<file path="config.mk">
export PLATFORM = sky130hd
export DESIGN_NAME = lru_key_value_cache_core_flat
export DESIGN_NICKNAME = d
export VERILOG_FILES = /design/src/hw/rtl/lkvc_pkg.sv /design/src/hw/rtl/lkvc_if.sv /design/src/hw/rtl/lru_key_value_cache_core.sv /design/src/hw/rtl/lkvc_ram.sv /design/src/flat_wrapper.sv
export SDC_FILE = /design/constraint.sdc
export NUM_CORES = 1
export LEC_CHECK = 0
export BUFFER_PORTS_ARGS = -buffer_cell sky130_fd_sc_hd__buf_2
export CORE_UTILIZATION = 25
export CTS_BUF_LIST = sky130_fd_sc_hd__clkbuf_4 sky130_fd_sc_hd__clkbuf_8
export CTS_CLUSTER_DIAMETER = 50
export DETAILED_ROUTE_END_ITERATION = 16
export PLACE_DENSITY_LB_ADDON = 0.25
export SYNTH_ARGS = -nofsm -noshare
export SYNTH_HDL_FRONTEND = slang
export SYNTH_SLANG_ARGS = --single-unit
</file>
<file path="constraint.sdc">
create_clock -name clk -period 4.8 [get_ports clk]
set_input_delay 0.96 -clock clk [delete_from_list [all_inputs] [get_ports clk]]
set_output_delay 0.96 -clock clk [all_outputs]
set_load 0.05 [all_outputs]
</file>
<file path="src/hw/rtl/lkvc_pkg.sv">
// Package with the shared types and codes of the LRU key-value cache.
package lkvc_pkg;

  localparam logic CMD_GET = 1'b0;
  localparam logic CMD_PUT = 1'b1;

  localparam int CAP_BITS = 5;
  localparam int OCC_BITS = 5;
  localparam logic [CAP_BITS-1:0] CAP_RESET = 5'd16;

  typedef enum logic [2:0] {
    ST_IDLE,
    ST_SCAN,
    ST_DECIDE,
    ST_VALRD,
    ST_RESULT
  } state_t;

endpackage

</file>
<file path="src/hw/rtl/lkvc_if.sv">
// Request and response channel interfaces of the LRU key-value cache.
interface lkvc_req_if #(
  parameter int KEY_BITS   = 32,
  parameter int VALUE_BITS = 32
);
  logic                  valid;
  logic                  ready;
  logic                  cmd;
  logic [KEY_BITS-1:0]   lookup_key;
  logic [VALUE_BITS-1:0] write_value;
  logic                  touch;

  modport source (output valid, cmd, lookup_key, write_value, touch, input ready);
  modport sink   (input valid, cmd, lookup_key, write_value, touch, output ready);
endinterface

interface lkvc_rsp_if #(
  parameter int VALUE_BITS = 32
);
  logic                  valid;
  logic                  ready;
  logic                  hit;
  logic [VALUE_BITS-1:0] read_value;
  logic [4:0]            occupancy;

  modport source (output valid, hit, read_value, occupancy, input ready);
  modport sink   (input valid, hit, read_value, occupancy, output ready);
endinterface

</file>
<file path="src/hw/rtl/lru_key_value_cache_core.sv">
// Top level of the fully associative LRU key-value cache.
//
//   channel  role    transfer when        payload
//   req      sink    req.valid&req.ready  cmd, lookup_key, write_value, touch
//   rsp      source  rsp.valid&rsp.ready  hit, read_value, occupancy
//   cfg      write   cfg_we               cfg_wdata (capacity_limit)
//
// An item runs scan, decide, result; a get hit adds a value read before result.
// The key RAM is scanned one entry per cycle through its single read port.
// Reset clears the valid bits, the ranks, the entry count and sets the capacity to 16.
// The result is held in an output register while the sink stalls.
module lru_key_value_cache_core
  import lkvc_pkg::*;
#(
  parameter int ENTRIES    = 16,
  parameter int KEY_BITS   = 32,
  parameter int VALUE_BITS = 32
) (
  input  logic                clk,
  input  logic                rst,
  lkvc_req_if.sink            req,
  lkvc_rsp_if.source          rsp,
  input  logic                cfg_we,
  input  logic [CAP_BITS-1:0] cfg_wdata
);

  localparam int IW   = (ENTRIES > 1) ? $clog2(ENTRIES) : 1;
  localparam int CW   = $clog2(ENTRIES + 1);
  localparam int CAPW = (CW > CAP_BITS) ? CW : CAP_BITS;

  state_t state, state_next;

  logic [CAP_BITS-1:0]   cap_lim;
  logic [CW-1:0]         count;
  logic [ENTRIES-1:0]    valid;
  logic [IW-1:0]         rank [ENTRIES];
  logic [IW-1:0]         rank_next [ENTRIES];
  logic [ENTRIES-1:0]    valid_next;
  logic [CW-1:0]         count_next;

  logic                  cmd_q;
  logic [KEY_BITS-1:0]   key_q;
  logic [VALUE_BITS-1:0] val_q;
  logic                  touch_q;
  logic [CW-1:0]         sc;
  logic                  found_q;
  logic [IW-1:0]         found_slot;
  logic                  free_q;
  logic [IW-1:0]         free_slot;
  logic [IW-1:0]         lru_slot;

  logic                  ov;
  logic                  hit_o;
  logic [VALUE_BITS-1:0] rd_o;
  logic [OCC_BITS-1:0]   occ_o;
  logic [VALUE_BITS-1:0] rd_q;

  logic [KEY_BITS-1:0]   key_rdata;
  logic [VALUE_BITS-1:0] val_rdata;
  logic                  key_we;
  logic                  val_we;
  logic [IW-1:0]         sel_slot;
  logic [IW-1:0]         prev_idx;
  logic [CAPW-1:0]       lim_x;
  logic [CAPW-1:0]       cap_eff;
  logic                  evict;
  logic                  do_promote;
  logic                  do_insert;
  logic                  load_out;

  lkvc_ram #(.WIDTH(KEY_BITS), .DEPTH(ENTRIES)) u_key_ram (
    .clk   (clk),
    .we    (key_we),
    .waddr (sel_slot),
    .wdata (key_q),
    .raddr (sc[IW-1:0]),
    .rdata (key_rdata)
  );

  lkvc_ram #(.WIDTH(VALUE_BITS), .DEPTH(ENTRIES)) u_val_ram (
    .clk   (clk),
    .we    (val_we),
    .waddr (sel_slot),
    .wdata (val_q),
    .raddr (found_slot),
    .rdata (val_rdata)
  );

  assign prev_idx = IW'(sc - CW'(1));
  assign lim_x    = CAPW'(cap_lim);
  assign cap_eff  = (lim_x == '0) ? CAPW'(1) :
                    ((lim_x > CAPW'(ENTRIES)) ? CAPW'(ENTRIES) : lim_x);
  assign evict    = CAPW'(count) >= cap_eff;
  assign sel_slot = found_q ? found_slot : (evict ? lru_slot : free_slot);

  always_ff @(posedge clk) begin
    if (rst) begin
      state <= ST_IDLE;
    end else begin
      state <= state_next;
    end
  end

  always_comb begin
    state_next = state;
    req.ready  = 1'b0;
    key_we     = 1'b0;
    val_we     = 1'b0;
    do_promote = 1'b0;
    do_insert  = 1'b0;
    load_out   = 1'b0;
    unique case (state)
      ST_IDLE: begin
        req.ready = 1'b1;
        if (req.valid) begin
          state_next = ST_SCAN;
        end
      end
      ST_SCAN: begin
        if (sc == CW'(ENTRIES)) begin
          state_next = ST_DECIDE;
        end
      end
      ST_DECIDE: begin
        if (cmd_q == CMD_GET) begin
          do_promote = found_q && touch_q;
          state_next = found_q ? ST_VALRD : ST_RESULT;
        end else begin
          val_we     = 1'b1;
          key_we     = !found_q;
          do_promote = found_q || evict;
          do_insert  = !found_q && !evict;
          state_next = ST_RESULT;
        end
      end
      ST_VALRD: begin
        state_next = ST_RESULT;
      end
      ST_RESULT: begin
        if (!ov || rsp.ready) begin
          load_out   = 1'b1;
          state_next = ST_IDLE;
        end
      end
      default: begin
        state_next = ST_IDLE;
      end
    endcase
  end

  always_comb begin
    valid_next = valid;
    count_next = count;
    for (int i = 0; i < ENTRIES; i++) begin
      rank_next[i] = rank[i];
      if (do_promote) begin
        if (IW'(i) == sel_slot) begin
          rank_next[i] = '0;
        end else if (valid[i] && rank[i] < rank[sel_slot]) begin
          rank_next[i] = rank[i] + IW'(1);
        end
      end else if (do_insert) begin
        if (IW'(i) == sel_slot) begin
          rank_next[i]  = '0;
          valid_next[i] = 1'b1;
        end else if (valid[i]) begin
          rank_next[i] = rank[i] + IW'(1);
        end
      end
    end
    if (do_insert) begin
      count_next = count + CW'(1);
    end
  end

  always_ff @(posedge clk) begin
    if (rst) begin
      cap_lim <= CAP_RESET;
      count   <= '0;
      valid   <= '0;
      ov      <= 1'b0;
      for (int i = 0; i < ENTRIES; i++) begin
        rank[i] <= '0;
      end
    end else begin
      if (cfg_we) begin
        cap_lim <= cfg_wdata;
      end
      count <= count_next;
      valid <= valid_next;
      for (int i = 0; i < ENTRIES; i++) begin
        rank[i] <= rank_next[i];
      end
      if (load_out) begin
        ov <= 1'b1;
      end else if (rsp.ready) begin
        ov <= 1'b0;
      end
    end
  end

  always_ff @(posedge clk) begin
    if (state == ST_IDLE && req.valid) begin
      cmd_q   <= req.cmd;
      key_q   <= req.lookup_key;
      val_q   <= req.write_value;
      touch_q <= req.touch;
      sc      <= '0;
      found_q <= 1'b0;
      free_q  <= 1'b0;
    end
    if (state == ST_SCAN) begin
      sc <= sc + CW'(1);
      if (sc != '0) begin
        if (valid[prev_idx] && key_rdata == key_q && !found_q) begin
          found_q    <= 1'b1;
          found_slot <= prev_idx;
        end
        if (!valid[prev_idx] && !free_q) begin
          free_q    <= 1'b1;
          free_slot <= prev_idx;
        end
        if (valid[prev_idx] && rank[prev_idx] == IW'(count - CW'(1))) begin
          lru_slot <= prev_idx;
        end
      end
    end
    if (state == ST_DECIDE) begin
      rd_q <= '0;
    end
    if (state == ST_VALRD) begin
      rd_q <= val_rdata;
    end
    if (load_out) begin
      hit_o <= found_q;
      rd_o  <= rd_q;
      occ_o <= OCC_BITS'(count);
    end
  end

  assign rsp.valid      = ov;
  assign rsp.hit        = hit_o;
  assign rsp.read_value = rd_o;
  assign rsp.occupancy  = occ_o;

endmodule

</file>
<file path="src/hw/rtl/lkvc_ram.sv">
// Generic single write port RAM with one registered read port.
module lkvc_ram #(
  parameter int WIDTH = 32,
  parameter int DEPTH = 16
) (
  input  logic                     clk,
  input  logic                     we,
  input  logic [$clog2(DEPTH)-1:0] waddr,
  input  logic [WIDTH-1:0]         wdata,
  input  logic [$clog2(DEPTH)-1:0] raddr,
  output logic [WIDTH-1:0]         rdata
);

  logic [WIDTH-1:0] mem [DEPTH];

  always_ff @(posedge clk) begin
    if (we) begin
      mem[waddr] <= wdata;
    end
    rdata <= mem[raddr];
  end

endmodule
</file>
<file path="src/flat_wrapper.sv">
// flat-port wrapper written by rule: the top's interface ports become plain ports
module lru_key_value_cache_core_flat import lkvc_pkg::*;
#(
  parameter int ENTRIES    = 16,
  parameter int KEY_BITS   = 32,
  parameter int VALUE_BITS = 32
)
  (clk, rst, cfg_we, cfg_wdata, req_valid, req_cmd, req_lookup_key, req_write_value, req_touch, req_ready, rsp_valid, rsp_hit, rsp_read_value, rsp_occupancy, rsp_ready);
  lkvc_req_if #(.KEY_BITS(KEY_BITS), .VALUE_BITS(VALUE_BITS)) req_i ();
  lkvc_rsp_if #(.VALUE_BITS(VALUE_BITS)) rsp_i ();
  input  logic clk;
  input  logic rst;
  input  logic cfg_we;
  input  logic [CAP_BITS-1:0] cfg_wdata;
  input wire logic [$bits(req_i.valid)-1:0] req_valid;
  input wire logic [$bits(req_i.cmd)-1:0] req_cmd;
  input wire logic [$bits(req_i.lookup_key)-1:0] req_lookup_key;
  input wire logic [$bits(req_i.write_value)-1:0] req_write_value;
  input wire logic [$bits(req_i.touch)-1:0] req_touch;
  output wire logic [$bits(req_i.ready)-1:0] req_ready;
  output wire logic [$bits(rsp_i.valid)-1:0] rsp_valid;
  output wire logic [$bits(rsp_i.hit)-1:0] rsp_hit;
  output wire logic [$bits(rsp_i.read_value)-1:0] rsp_read_value;
  output wire logic [$bits(rsp_i.occupancy)-1:0] rsp_occupancy;
  input wire logic [$bits(rsp_i.ready)-1:0] rsp_ready;
  assign req_i.valid = req_valid;
  assign req_i.cmd = req_cmd;
  assign req_i.lookup_key = req_lookup_key;
  assign req_i.write_value = req_write_value;
  assign req_i.touch = req_touch;
  assign req_ready = req_i.ready;
  assign rsp_valid = rsp_i.valid;
  assign rsp_hit = rsp_i.hit;
  assign rsp_read_value = rsp_i.read_value;
  assign rsp_occupancy = rsp_i.occupancy;
  assign rsp_i.ready = rsp_ready;
  lru_key_value_cache_core #(.ENTRIES(ENTRIES), .KEY_BITS(KEY_BITS), .VALUE_BITS(VALUE_BITS)) u_core (.clk(clk), .rst(rst), .req(req_i), .rsp(rsp_i), .cfg_we(cfg_we), .cfg_wdata(cfg_wdata));
endmodule
</file>
==> out/metrics.yaml <==
firstDrtPassIters: 5
ioPinCount: 116
drtAntennaViolNets: 0
p_per_area_nw_per_um2: 483
ys_warn_count: 0
port-buffer-count: 115
layout-drive-gt1-share: 0.322
vias: 27800
core_um2: 210000
path_cells: "nor3_1, nor2_1, nor2_1, ha_1, and2b_2, o22a_2, buf_4, nand4_1, and2_4, clkbuf_4, nand3_1, a21oi_1, or4_1, buf_4, ha_1, a211oi_1, nand2_1, o211ai_1, buf_4, mux2i_1, a21oi_1"
p_total_uw: 30500
syn-num-nets: 2932
syn_to_final_growth_pct: 19.0
grt_usage: 0.132
rows: 168
synth_area_um2: 53100
regArea_um2: 38500
startpoint: "u_core.cap_lim[1]"
cts_made_buffers: 228
avgViaCountPerCell: 4.54
dieArea_um2: 214000
start_util: 0.252
syn_area_per_cell_um2: 19.1
ys_types: 79
crit_top_cell: "buf_4"
async_flop_share: 0
die_width_um: 463
htree_levels: 4
wl_met3_mm: 6.72
synth_edf_count: 1177
slew_headroom: 0.136
hold_class: "input port to flip-flop"
crit_slowest_cell: "or4_1"
setup_violations: 0
drc: 0
multiInputGateArea_um2: 14200
clk_latency_ns: 0.96
min_from: "req_write_value[17]"
post-dp-hpwl_mm: 74.3
slew_viol_final: 0
detail_route.wirelength_mm: 143
syn_inst: 2782
worstMarginPinSlew_ns: 1.29
crit_path_end_kind: "flip-flop"
grt-ovfl-total: 0
post-route-period-util: 0.950
min_period_ns: 4.56
synth_seq_cells: 1337
clock-root-buffer: "clkbuf_8"
criticalPathCategory: "flip-flop to flip-flop"
dieHeight_um: 463
status: "completed"
fmax_ghz: 0.219
wl_met1_mm: 62.2
avgRoutedWirePerCell_um: 23.3
grt_pass1_wl_mm: 207
finalHoldViolations: 0
globalplace.congestion: 0.836
grt_antenna_before_repair: 6
finClkSkew_ns: 0.0624
clock_sinks: 1337
cpPeakStageDelay_ns: 0.51
synth_ff_type: "edfxtp_1"
ys_seq_area_frac: 0.726
nets: 3273
fillCellCount: 20500
highest_layer: "met5"
tns_ns: 0
required_ns: 5.57
leakagePower_uw: 0.0204
cts_tree: "done"
worstReg2RegStart: "u_core.cap_lim[1]"
wl_met2_mm: 70.5
critPathLaunchType: "flip-flop"
drt_iter0_drc: 1893
worstPathArrival_ns: 5.33
cts_buffer_depth: 3
clkTransAtPathRegs_ns: 0.06
path_max_fanout: 8
vdd_ir_drop_max_mv: 0.502
maxCapViolCount: 0
grt_max_degree: 132
grt_pass1_vias: 29100
-- final timing paths --
kind | slack, ns | to | cells after the start
min reg2reg | 0.42 | u_core.rsp.read_value[3] | 0
max reg2reg | 0.24 | u_core.rank[14][3] | 21
max | 0.24 | u_core.rank[14][3] | 21
min | 0.17 | u_core.val_q[17] | 1
-- layout make-up --
| type | instances | share of cell area |
|---|---|---|
| Tap cell | 2805 | 0.0555 |
| Antenna cell | 1 | 0.0000396 |
| Sequential cell | 1337 | 0.610 |
| Multi-Input combinational cell | 1270 | 0.225 |
| Inverter | 29 | 0.00176 |
| Clock inverter | 104 | 0.0125 |
| Clock buffer | 325 | 0.0625 |
| Timing Repair Buffer | 257 | 0.0333 |
-- synth_stat cells, drive strengths merged (6+ instances only) --
cell	n	share of area
a21o	19	0.0027
a21oi	64	0.0061
a221o	14	0.0026
a311oi	7	0.0012
a31o	7	0.0012
a31oi	31	0.0046
and3	53	0.0062
and4	10	0.0017
buf	47	0.0038
clkbuf	99	0.0070
dfxtp	160	0.060
edfxtp	1177	0.67
ha	74	0.017
inv	29	0.0020
mux2i	17	0.0032
mux4	345	0.15
nand2	124	0.0088
nand2b	10	0.0012
nand3	74	0.0070
nand4	20	0.0025
nor2	101	0.0072
nor2b	20	0.0024
nor3	37	0.0035
nor3b	13	0.0018
nor4	28	0.0033
nor4b	19	0.0031
o2111ai	6	0.00099
o211ai	15	0.0022
o21a	10	0.0014
o21ai	33	0.0032
o311ai	9	0.0015
or3	6	0.00071
or4	9	0.0013
xnor2	13	0.0021
xor2	34	0.0056
-- flip-flops by register name, summed over array words and instances, names as in the netlist, 3 cells and up --
register                count
u_core.rsp.read_value      32
u_core.state                3
u_core.found_slot           4
u_core.lru_slot             4
u_core.cap_lim              5
u_core.val_q               32
u_core.key_q               32
u_core.rsp.occupancy        5
u_core.free_slot            4
u_core.rd_q                32
u_core.u_val_ram.mem      512
u_core.sc                   5
u_core.u_val_ram.rdata     32
u_core.rank                64
u_core.count                5
u_core.valid               16
u_core.u_key_ram.mem      512
u_core.u_key_ram.rdata     32
-- worst max-delay path: cells and delay by family (launching register included) --
kind,cells,cell delay [ns]
AO/OA/AOI/OAI,5,0.92
adder cells (fa/ha/maj),2,0.53
AND/OR/NAND/NOR,9,1.75
buffers and inverters,4,0.73
multiplexers,1,0.17
flip-flops,1,0.31
-- logic make-up after synthesis --
family	share of synthesized area
compound gates	0.0350
xor+xnor	0.00775
fa+ha+maj	0.0174
buf+inv	0.0128
flops	0.726
mux	0.150
simple gates	0.0518
-- per-layer routing --
layer / up-vias / track usage
li1: 12200 / -
met1: 14600 / 0.172
met2: 705 / 0.220
met3: 257 / 0.0261
met4: 8 / 0.0424
met5: - / 0
-- per-stage QoR --
| step | util | instance area, µm² | cells | setup WS (ns) | hold slack [ns] |
|---|---|---|---|---|---|
| finish | 0.300 | 63200 | 6128 | 0.242 | 0.165 |
| global route | 0.300 | 63200 | 6128 | -0.00619 | 0.0767 |
| CTS | 0.300 | 63100 | 6112 | 0.119 | 0.0305 |
| detailed placement | 0.277 | 58300 | 5683 | 0.0219 | 0.405 |
| global placement | 0.277 | 58300 | 5683 | 0.0998 | 0.402 |
| floorplan | - | 53100 | 2782 | 0.0209 | 0.400 |
-- power by group --
| group | total [µW] | switching, µW | internal (µW) |
|---|---|---|---|
| clock network | 10500 | 4790 | 5740 |
| registers | 14500 | 747 | 13700 |
| logic | 5490 | 3140 | 2350 |
-- repair_timing --
item,CTS,global route
endpoints found under the setup margin,1,41
buffers inserted,0,15
hold buffers,0,0
pin swaps,0,9
resized for setup,1,15
-- cell usage in the layout (no fill, tap or decap), types with 16 or more instances in the layout --
cell type  instances
buf_4            105
ha_1              74
a21o_1            19
dfxtp_1          159
nand3_1           74
nor4b_1           19
nor2_1            78
and3_1            53
inv_1             26
a31oi_1           23
nor2_4            22
mux4_2           345
edfxtp_1        1177
nor2b_1           20
nand2_1          122
mux2i_1           16
nand4_1           19
clkinv_1          44
clkbuf_4          84
buf_2            114
a21oi_1           63
clkinv_2          33
clkbuf_8         242
o21ai_0           27
buf_12            37
nor4_1            28
xor2_1            34
nor3_1            23
(Power assumes the default switching activity.)
